`config.mk`:
```
export PLATFORM = sky130hd
export DESIGN_NAME = mcoc_engine_flat
export DESIGN_NICKNAME = d
export VERILOG_FILES = /design/src/mcoc_pkg.sv /design/src/mcoc_chan_if.sv /design/src/mcoc_engine.sv /design/src/flat_wrapper.sv
export SDC_FILE = /design/constraint.sdc
export NUM_CORES = 2
export LEC_CHECK = 0
export BUFFER_PORTS_ARGS = -buffer_cell sky130_fd_sc_hd__buf_2
export CAP_MARGIN = 30
export CORE_ASPECT_RATIO = 0.75
export CORE_MARGIN = 5
export CORE_UTILIZATION = 32
export DETAILED_ROUTE_END_ITERATION = 10
export PLACE_DENSITY = 0.46
export SYNTH_ARGS = -nofsm -noshare
export SYNTH_HDL_FRONTEND = slang
export SYNTH_SLANG_ARGS = --single-unit
```
`constraint.sdc`:
```
create_clock -name clock -period 13.7 [get_ports clock]
set_input_delay 2.055 -clock clock [delete_from_list [all_inputs] [get_ports clock]]
set_output_delay 2.055 -clock clock [all_outputs]
set_load 0.05 [all_outputs]
```
`src/mcoc_pkg.sv`:
```
// ----------------------------------------------------------------------------
// mcoc_pkg
// Shared widths, types and helpers of the matrix chain order cost block.
// ----------------------------------------------------------------------------
package mcoc_pkg;

   // Store sizes
   localparam int MAX_DIMS   = 64;
   localparam int IDX_W      = $clog2(MAX_DIMS);
   localparam int CNT_W      = $clog2(MAX_DIMS + 1);
   localparam int CADDR_W    = 2 * IDX_W;
   localparam int COST_DEPTH = 1 << CADDR_W;

   // Datapath widths
   localparam int DIM_W   = 16;
   localparam int COST_W  = 60;
   localparam int PROD1_W = 2 * DIM_W;
   localparam int PROD_W  = 3 * DIM_W;

   typedef logic [DIM_W-1:0]   dim_type;
   typedef logic [COST_W-1:0]  cost_type;
   typedef logic [IDX_W-1:0]   idx_type;
   typedef logic [CNT_W-1:0]   cnt_type;
   typedef logic [CADDR_W-1:0] caddr_type;
   typedef logic [PROD1_W-1:0] prod1_type;
   typedef logic [PROD_W-1:0]  prod_type;

   localparam cost_type COST_MAX = {COST_W{1'b1}};

   // Dimension store access: one write port, two read ports
   typedef struct packed {
      logic    wr_en;
      idx_type wr_addr;
      dim_type wr_data;
      idx_type rd_addr_a;
      idx_type rd_addr_b;
   } dim_cmd_type;

   // Cost table access: row index in the upper half, column in the lower half
   typedef struct packed {
      logic      wr_en;
      caddr_type wr_addr;
      cost_type  wr_data;
      caddr_type rd_addr_a;
      caddr_type rd_addr_b;
   } cost_cmd_type;

   // Addition that sticks at the top of the cost range
   function automatic cost_type sat_add(input cost_type a, input cost_type b);
      logic [COST_W:0] sum;
      sum = {1'b0, a} + {1'b0, b};
      return sum[COST_W] ? COST_MAX : sum[COST_W-1:0];
   endfunction

endpackage

```
`src/mcoc_chan_if.sv`:
```
// ----------------------------------------------------------------------------
// mcoc_chan_if
// Valid/ready channels of the block: dimension items in, cost items out.
// ----------------------------------------------------------------------------
interface mcoc_req_if;
   import mcoc_pkg::*;

   logic    valid;
   logic    ready;
   dim_type dimension;
   logic    last;

   modport source (output valid, output dimension, output last, input ready);
   modport sink   (input valid, input dimension, input last, output ready);
endinterface

interface mcoc_rsp_if;
   import mcoc_pkg::*;

   logic     valid;
   logic     ready;
   cost_type min_cost;
   logic     overflow;

   modport source (output valid, output min_cost, output overflow, input ready);
   modport sink   (input valid, input min_cost, input overflow, output ready);
endinterface

```
`src/mcoc_engine.sv`:
```
// ----------------------------------------------------------------------------
// mcoc_engine
// Chain loader and interval sequencer with a four stage split-point pipeline.
// ----------------------------------------------------------------------------
module mcoc_engine (
   input  logic                   clock,
   input  logic                   reset,
   mcoc_req_if.sink               req,
   mcoc_rsp_if.source             rsp,
   output mcoc_pkg::dim_cmd_type  dim_cmd,
   input  mcoc_pkg::dim_type      dim_rd_a,
   input  mcoc_pkg::dim_type      dim_rd_b,
   output mcoc_pkg::cost_cmd_type cost_cmd,
   input  mcoc_pkg::cost_type     cost_rd_a,
   input  mcoc_pkg::cost_type     cost_rd_b
);
   import mcoc_pkg::*;

   typedef enum logic [2:0] {
      S_LOAD,
      S_SETUP,
      S_CAPT,
      S_RUN,
      S_DRAIN
   } state_type;

   state_type state_ff;
   cnt_type   count_ff;
   logic      ovf_ff;
   idx_type   mats_ff;
   idx_type   len_ff;
   idx_type   i_ff;
   idx_type   k_ff;
   dim_type   d_i_ff;
   dim_type   d_j1_ff;
   cost_type  best_ff;
   logic      rsp_vld_ff;
   cost_type  rsp_cost_ff;
   logic      rsp_ovf_ff;

   // Pipeline registers
   logic      p1_vld_ff;
   logic      p1_lz_ff;
   logic      p1_rz_ff;
   logic      p2_vld_ff;
   cost_type  sum2_ff;
   prod1_type prod1_ff;
   logic      p3_vld_ff;
   cost_type  sum3_ff;
   prod_type  prod_ff;
   logic      p4_vld_ff;
   cost_type  cand_ff;

   logic      req_acc;
   logic      cnt_full;
   logic      ovf_now;
   cnt_type   count_in;
   idx_type   j_idx;
   idx_type   j_nx;
   idx_type   k_nx;
   idx_type   i_nx;
   logic      row_done;
   logic      pipe_busy;
   logic      issue;
   cost_type  left_cost;
   cost_type  right_cost;
   cost_type  sum2_in;
   prod1_type prod1_in;
   prod_type  prod_in;
   cost_type  cand_in;

   // Handshake: a chain loads only while the result slot is free or freeing
   assign req.ready   = (state_ff == S_LOAD) && (!rsp_vld_ff || rsp.ready);
   assign req_acc     = req.valid && req.ready;
   assign rsp.valid   = rsp_vld_ff;
   assign rsp.min_cost = rsp_cost_ff;
   assign rsp.overflow = rsp_ovf_ff;

   // Load bookkeeping
   assign cnt_full = (count_ff == CNT_W'(MAX_DIMS));
   assign ovf_now  = ovf_ff || cnt_full;
   assign count_in = cnt_full ? count_ff : count_ff + CNT_W'(1);

   // Interval indices
   assign j_idx = i_ff + len_ff - IDX_W'(1);
   assign j_nx  = j_idx + IDX_W'(1);
   assign k_nx  = k_ff + IDX_W'(1);
   assign i_nx  = i_ff + IDX_W'(1);
   assign row_done  = (CNT_W'(i_nx) + CNT_W'(len_ff)) > CNT_W'(mats_ff);
   assign pipe_busy = p1_vld_ff || p2_vld_ff || p3_vld_ff || p4_vld_ff;
   assign issue     = (state_ff == S_RUN);

   // Memory commands
   always_comb begin
      dim_cmd.wr_en     = req_acc && !cnt_full;
      dim_cmd.wr_addr   = count_ff[IDX_W-1:0];
      dim_cmd.wr_data   = req.dimension;
      dim_cmd.rd_addr_a = issue ? k_nx : i_ff;
      dim_cmd.rd_addr_b = j_nx;

      cost_cmd.wr_en     = (state_ff == S_DRAIN) && !pipe_busy;
      cost_cmd.wr_addr   = {i_ff, j_idx};
      cost_cmd.wr_data   = best_ff;
      cost_cmd.rd_addr_a = {i_ff, k_ff};
      cost_cmd.rd_addr_b = {k_nx, j_idx};
   end

   // Split-point datapath; diagonal costs are zero and never taken from memory
   assign left_cost  = p1_lz_ff ? '0 : cost_rd_a;
   assign right_cost = p1_rz_ff ? '0 : cost_rd_b;
   assign sum2_in    = sat_add(left_cost, right_cost);
   assign prod1_in   = PROD1_W'(d_i_ff) * PROD1_W'(dim_rd_a);
   assign prod_in    = PROD_W'(prod1_ff) * PROD_W'(d_j1_ff);
   assign cand_in    = sat_add(sum3_ff, COST_W'(prod_ff));

   always_ff @(posedge clock) begin
      if (reset) begin
         p1_vld_ff <= 1'b0;
         p2_vld_ff <= 1'b0;
         p3_vld_ff <= 1'b0;
         p4_vld_ff <= 1'b0;
      end else begin
         p1_vld_ff <= issue;
         p2_vld_ff <= p1_vld_ff;
         p3_vld_ff <= p2_vld_ff;
         p4_vld_ff <= p3_vld_ff;
      end
      p1_lz_ff <= (k_ff == i_ff);
      p1_rz_ff <= (k_nx == j_idx);
      sum2_ff  <= sum2_in;
      prod1_ff <= prod1_in;
      sum3_ff  <= sum2_ff;
      prod_ff  <= prod_in;
      cand_ff  <= cand_in;
   end

   // Sequencer and result register
   always_ff @(posedge clock) begin
      if (reset) begin
         state_ff   <= S_LOAD;
         count_ff   <= '0;
         ovf_ff     <= 1'b0;
         rsp_vld_ff <= 1'b0;
      end else begin
         if (rsp_vld_ff && rsp.ready) begin
            rsp_vld_ff <= 1'b0;
         end
         case (state_ff)
            S_LOAD: begin
               if (req_acc) begin
                  count_ff <= count_in;
                  ovf_ff   <= ovf_now;
                  if (req.last) begin
                     count_ff <= '0;
                     ovf_ff   <= 1'b0;
                     if (ovf_now || count_in <= CNT_W'(2)) begin
                        rsp_vld_ff  <= 1'b1;
                        rsp_cost_ff <= '0;
                        rsp_ovf_ff  <= ovf_now;
                     end else begin
                        mats_ff  <= IDX_W'(count_in - CNT_W'(1));
                        len_ff   <= IDX_W'(2);
                        i_ff     <= '0;
                        state_ff <= S_SETUP;
                     end
                  end
               end
            end
            S_SETUP: begin
               state_ff <= S_CAPT;
            end
            S_CAPT: begin
               d_i_ff   <= dim_rd_a;
               d_j1_ff  <= dim_rd_b;
               k_ff     <= i_ff;
               best_ff  <= COST_MAX;
               state_ff <= S_RUN;
            end
            S_RUN: begin
               k_ff <= k_nx;
               if (k_nx == j_idx) begin
                  state_ff <= S_DRAIN;
               end
            end
            S_DRAIN: begin
               if (!pipe_busy) begin
                  if (!row_done) begin
                     i_ff     <= i_nx;
                     state_ff <= S_SETUP;
                  end else if (len_ff == mats_ff) begin
                     rsp_vld_ff  <= 1'b1;
                     rsp_cost_ff <= best_ff;
                     rsp_ovf_ff  <= 1'b0;
                     state_ff    <= S_LOAD;
                  end else begin
                     len_ff   <= len_ff + IDX_W'(1);
                     i_ff     <= '0;
                     state_ff <= S_SETUP;
                  end
               end
            end
            default: begin
               state_ff <= S_LOAD;
            end
         endcase
         // Running minimum over split points
         if (p4_vld_ff && cand_ff < best_ff) begin
            best_ff <= cand_ff;
         end
      end
   end

endmodule
```
`src/flat_wrapper.sv`:
```
// flat-port wrapper written by rule: the top's interface ports become plain ports
module mcoc_engine_flat import mcoc_pkg::*;
  (clock, reset, dim_cmd, dim_rd_a, dim_rd_b, cost_cmd, cost_rd_a, cost_rd_b, req_valid, req_dimension, req_last, req_ready, rsp_valid, rsp_min_cost, rsp_overflow, rsp_ready);
  mcoc_req_if req_i ();
  mcoc_rsp_if rsp_i ();
  input  logic clock;
  input  logic reset;
  output mcoc_pkg::dim_cmd_type dim_cmd;
  input  mcoc_pkg::dim_type dim_rd_a;
  input  mcoc_pkg::dim_type dim_rd_b;
  output mcoc_pkg::cost_cmd_type cost_cmd;
  input  mcoc_pkg::cost_type cost_rd_a;
  input  mcoc_pkg::cost_type cost_rd_b;
  input wire logic [$bits(req_i.valid)-1:0] req_valid;
  input wire logic [$bits(req_i.dimension)-1:0] req_dimension;
  input wire logic [$bits(req_i.last)-1:0] req_last;
  output wire logic [$bits(req_i.ready)-1:0] req_ready;
  output wire logic [$bits(rsp_i.valid)-1:0] rsp_valid;
  output wire logic [$bits(rsp_i.min_cost)-1:0] rsp_min_cost;
  output wire logic [$bits(rsp_i.overflow)-1:0] rsp_overflow;
  input wire logic [$bits(rsp_i.ready)-1:0] rsp_ready;
  assign req_i.valid = req_valid;
  assign req_i.dimension = req_dimension;
  assign req_i.last = req_last;
  assign req_ready = req_i.ready;
  assign rsp_valid = rsp_i.valid;
  assign rsp_min_cost = rsp_i.min_cost;
  assign rsp_overflow = rsp_i.overflow;
  assign rsp_i.ready = rsp_ready;
  mcoc_engine u_core (.clock(clock), .reset(reset), .req(req_i), .rsp(rsp_i), .dim_cmd(dim_cmd), .dim_rd_a(dim_rd_a), .dim_rd_b(dim_rd_b), .cost_cmd(cost_cmd), .cost_rd_a(cost_rd_a), .cost_rd_b(cost_rd_b));
endmodule
```
# == After elaboration in Yosys (flattened, before gate mapping) ==
# Cells that the tools add are included.
# classes
muxes,53
n_bitwise,2
reduce_logical,28
n_div,0
eq_ne,18
magnitude_cmp,3
add_sub_neg,11
shifts,0
multipliers,2
# op_table
operator,count
$mux 60,10
$pmux 60 s2,1
$mux 6,13
$add 60x48->61,1
$add 60x60->61,1
$lt 60x60->1,1
$mul 32x16->48,1
$pmux 6 s2,3
$mul 16x16->32,1
$add 6x1->6 const B,4
$eq 6x6->1,3
$mux 3,6
$reduce_and 8->1,2
$mux 1,15
$pmux 3 s5,1
$mux 7,2
$ne 2x2->1 const B,7
$sub 6x1->6 const B,2
$reduce_and 5->1,2
$reduce_and 2->1,4
$add 6x6->7,1
$add 7x1->7 const B,1
$eq 7x7->1 const B,1
$gt 7x6->1,1
15 further kinds,33
# totals
ramBits,0
word_cells,141
romBits,0
input_bits,173
regBits,455
mem_count,0
latch_bits,0

# == Depth between registers and ports, before layout ==
# depth
depth_word,8
ltp_mapped,26
depth_no_buf,25

# == Least setup slack after synthesis ==
# OpenSTA, ideal clock, no wires.
# synth_timing
path_type,input-to-reg
startpoint,input dim_rd_a[6]
endpoint,register u_core.prod1_ff[31]
cell_stages,23
setup_slack_ns,5.652
n_path_buf,1
arrival_ns,7.976
t_required_ns,13.628
path_cell_list,clkbuf_1 -> nand2_1 -> fa_1 -> inv_1 -> fa_1 -> inv_1 -> fa_1 -> fa_1 -> fa_1 -> inv_1 -> fa_1 -> ha_1 -> and3_1 -> a31o_2 -> or3b_1 -> o21ai_1 -> a31o_2 -> o211ai_1 -> a221oi_1 -> a21oi_1 -> o21a_1 -> nor2_1 -> xnor2_1
# synth_via
elab_chain_len,1
# synth_lines
item,line_no,text
"start, declared",flat_wrapper.sv:9,input mcoc_pkg::dim_type dim_rd_a;
$mul 16x16->32,mcoc_engine.sv:112,assign prod1_in = PROD1_W'(d_i_ff) * PROD1_W'(dim_rd_a);
via u_core.prod1_in[31],mcoc_engine.sv:68,prod1_type prod1_in;
"end signal, assigned",mcoc_engine.sv:131,prod1_ff <= prod1_in;
"end, declared",mcoc_engine.sv:47,prod1_type prod1_ff;
# The timed path passes the listed nets, and every way through them passes these cells.
# A chain may end at the register's enable or synchronous reset.

# == Worst setup path after layout ==
# Ends and elaborated chain as after synthesis.

==> key figures <==
Status
  • Status: finished, final reports clean

Detailed routing
  • Vias: 34800
  • DRT Wirelength: 137000 um
  • # DRC: 0
  • Starting DRT DRC Count: 2295
  • DRT Pass-1 Iters: 6
  • Detail Route Antenna Nets: 0
  • Wire length per cell: 18.6 um
  • Routed vias/inst: 4.72

Floorplanning
  • Die area: 0.156 sq mm
  • Core area: 0.147 sq mm
  • Die Ht: 344 um
  • Die X-Extent: 455 um
  • I/O pin count: 368
  • Starting Density: 32.2%
  • Cell Rows: 122

Worst setup path
  • Crit path arrival time: 8400 ps
  • Reg2Reg Depth: 22
  • CP most frequent cell: fa_1
  • Cell Chain, Critical Path: buf_2, nand2_1, fa_1, inv_1, fa_1, inv_1, fa_1, fa_1, fa_1, inv_1, fa_1, ha_1, and3_1, a31o_2, or3b_1, o21ai_1, a31o_2, o211ai_1, a221oi_1, a21oi_1, o21a_1, nor2_1, xnor2_1
  • CP Capture Type: flip-flop
  • Crit. Startpoint: dim_rd_a[6]
  • Critical path peak fanout: 17
  • Critical path start-end classification: primary input to flip-flop
  • Startpoint types: primary input
  • FF-to-FF Start: u_core.prod1_ff[8]
  • Crit-path max cell delay: 570 ps
  • Critical-path top delay cell: fa_1
  • Worst reg2reg setup slack: 6160 ps
  • Worst Setup EP: u_core.prod1_ff[31]
  • R2r endpoint: u_core.prod_ff[47]
  • CP required: 14200 ps

Synthesis
  • Compound-gate portion of the synthesized area: 9.90%
  • Adder-cell area share of the yosys netlist: 37.1%
  • Syn Inst Count: 5130
  • Post-Synth Simple-Gate Area: 17.2%
  • Async set-or-reset flop fraction in the synthesized netlist: 0%
  • Main combinational cell family by area after synthesis: adder cells
  • XOR/XNOR Fraction of Synth Area: 3.99%
  • Flops & latches, synth: 455
  • Net Count, Synth: 6339
  • Post-synth EDFFs: 177
  • Post-synthesis cell type count: 95
  • Post-synthesis mux area share: 0.113%
  • Synthesized cell area: 0.0475 sq mm
  • Share of the yosys chip area belonging to registers: 22.9%
  • Main synth FF type: dfxtp_1
  • Syn. warnings: 0
  • Avg Cell Area, Syn: 9.25 sq um

Timing
  • Fin crit share: 57.6%
  • Hold_ws: 324 ps
  • Worst clock skew: 46.3 ps
  • Hold Vio Cnt, Final: 0
  • Setup-failing EPs final: 0
  • RSZ-0062 raised after global routing: false
  • Fin crit period: 7890 ps
  • Fin. max-slew vios: 0
  • Fmax achieved: 127 MHz
  • Setup TNS: 0 ps
  • Worst Max-Slew Pin Slew: 1050 ps
  • Rel. slew slack: 29.7%

Placed design
  • Post-DP HPWL: 110000 um
  • PortBufs: 335
  • Gp weighted congestion: 0.864

Global routing
  • Global Route Usage Sum: 17.7%
  • First-pass GRT wire length: 216000 um
  • Largest net degree at the start of global routing: 65
  • Grt ovf: 0
  • Vias in the first global route: 36500
  • Initial antenna violation count: 12

Final layout
  • Post-layout util: 35.8%
  • Layout Nets: 6536
  • Layout area overhead: 11.2%
  • Share of cells above drive strength 1: 10.0%

Clock network
  • Worst-path clk slew: 60 ps
  • CTS tree: done
  • Clock root cell: clkbuf_16
  • Cts bufs inserted: 54
  • Skew-Pair Late Insertion Delay: 670 ps
  • CTS resizes: 0
  • Post-CTS setup buffers: 0
  • Max Root-Sink Buffers: 3
  • Hold_buf cts: 0
  • CTS Sinks: 455
  • Htree depth: 2

Min path
  • Min-delay worst type: flip-flop to flip-flop

Run
  • Max Cap Viol: 0
metal layers:
metal	GRT usage (%)	up-vias	share of wire, %
li1	-	16700	-
met1	26.8	17300	51
met2	26.7	717	43
met3	2.75	111	5.0
met4	3.25	4	1.6
met5	0	-	0.020
layout make-up:
| class | instances | area [sq um] |
|---|---|---|
| Fill cell | 15300 | 94700 |
| Multi-Input combinational cell | 3616 | 32400 |
| Sequential cell | 455 | 10900 |
| Inverter | 824 | 3090 |
| Tap cell | 1984 | 2480 |
| Timing Repair Buffer | 376 | 2010 |
| Clock buffer | 72 | 1540 |
| Clock inverter | 28 | 325 |
| Antenna cell | 4 | 10.0 |
cells in the mapped netlist (all sizes together), types with 7 or more instances:
| library cell | instances | area share (%) |
|---|---|---|
| a21o | 142 | 2.2 |
| inv | 824 | 6.5 |
| edfxtp | 177 | 11 |
| fa | 616 | 26 |
| o31ai | 11 | 0.18 |
| a31oi | 28 | 0.43 |
| nand4 | 39 | 0.51 |
| a221oi | 9 | 0.23 |
| nor2b | 162 | 2.1 |
| xor2 | 88 | 1.6 |
| and3 | 39 | 0.51 |
| o21a | 33 | 0.52 |
| buf | 54 | 0.83 |
| a211o | 7 | 0.13 |
| nand2b | 88 | 1.2 |
| a2111oi | 9 | 0.20 |
| xnor2 | 128 | 2.4 |
| dfxtp | 278 | 12 |
| o21ai | 123 | 1.3 |
| nor2 | 174 | 1.4 |
| a311oi | 7 | 0.13 |
| nand2 | 697 | 5.6 |
| a211oi | 24 | 0.39 |
| o21bai | 33 | 0.52 |
| a31o | 10 | 0.18 |
| clkbuf | 181 | 1.4 |
| ha | 420 | 11 |
| nand3 | 59 | 0.65 |
| and2 | 323 | 4.3 |
| nor3 | 28 | 0.30 |
| o211ai | 15 | 0.25 |
| a21oi | 202 | 2.1 |
| or2 | 9 | 0.12 |
registers in the layout, indices dropped and copies added, names as in the netlist, 3 cells and up:
signal               count
u_core.d_j1_ff          16
u_core.rsp.min_cost     60
u_core.state_ff          3
u_core.count_ff          7
u_core.d_i_ff           16
u_core.sum3_ff          60
u_core.cand_ff          60
u_core.mats_ff           6
u_core.prod1_ff         32
u_core.best_ff          60
u_core.k_ff              6
u_core.i_ff              6
u_core.sum2_ff          60
u_core.len_ff            6
u_core.prod_ff          48
kinds of logic (layout without fill, tap and decap cells):
logic type	after synthesis	in the layout
buffers and inverters	1059	1300
adders and majority gates	1036	1036
muxes	5	5
AOI/OAI and AO/OA	704	704
DFF	455	455
other	0	4
xor gates and xnor gates	216	216
and+or+nand+nor	1655	1655
critical path: cells and delay by family:
kind,cells,cell delay [ps]
buffers and inverters,4,500
AOI/OAI and AO/OA,7,1460
and+or+nand+nor,4,860
xor gates and xnor gates,1,70
adders and majority gates,7,3450
cells in the final DEF (no fill, tap or decap), types with 7 or more instances in the layout:
master / synthesis / layout
clkbuf_16: 0 / 56
o21ai_0: 104 / 104
nand2_1: 687 / 686
and2_1: 321 / 320
nor2b_1: 161 / 161
a211o_1: 7 / 7
nand2b_1: 88 / 88
edfxtp_1: 177 / 177
nand4_1: 39 / 39
nor3_1: 28 / 28
a21oi_1: 200 / 200
nor2_1: 173 / 173
buf_4: 39 / 38
buf_2: 11 / 336
a311oi_1: 7 / 7
clkinv_2: 0 / 10
fa_1: 616 / 616
or2_2: 6 / 7
clkbuf_1: 181 / 8
a31o_2: 8 / 8
a21o_1: 141 / 140
o31ai_1: 10 / 10
dfxtp_1: 278 / 276
xnor2_1: 128 / 128
o211ai_1: 14 / 14
o21a_1: 33 / 33
nand3_1: 58 / 58
inv_1: 823 / 823
a31oi_1: 25 / 25
o21bai_1: 33 / 33
o21ai_1: 16 / 15
and3_1: 39 / 38
clkbuf_8: 0 / 8
nand2_2: 10 / 11
xor2_1: 88 / 88
a211oi_1: 23 / 23
ha_1: 420 / 420
worst min-delay path by stage:
stage / start / to / slack, ps / depth (start not counted)
2_1_floorplan: u_core.sum2_ff[0] / u_core.sum3_ff[0] / 310 / 0
3_3_place_gp: u_core.sum2_ff[58] / u_core.sum3_ff[58] / 310 / 0
3_5_place_dp: u_core.sum2_ff[58] / u_core.sum3_ff[58] / 310 / 0
4_1_cts: u_core.sum2_ff[59] / u_core.sum3_ff[59] / 320 / 0
5_1_grt: u_core.sum2_ff[33] / u_core.sum3_ff[33] / 320 / 0
6_report: u_core.sum2_ff[47] / u_core.sum3_ff[47] / 320 / 0
stage by stage:
| step | cells | setup slack [ps] | cell area (sq um) |
|---|---|---|---|
| floorplan | 5130 | 5650 | 47500 |
| global placement | 7252 | 5120 | 50900 |
| finish | 7359 | 5810 | 52800 |
| CTS | 7354 | 5800 | 52800 |
| global route | 7356 | 5490 | 52800 |
| detailed placement | 7254 | 5100 | 50900 |
Power is not shown: default switching activity piles up to over one toggle a cycle in this logic, so the estimate is an artifact.
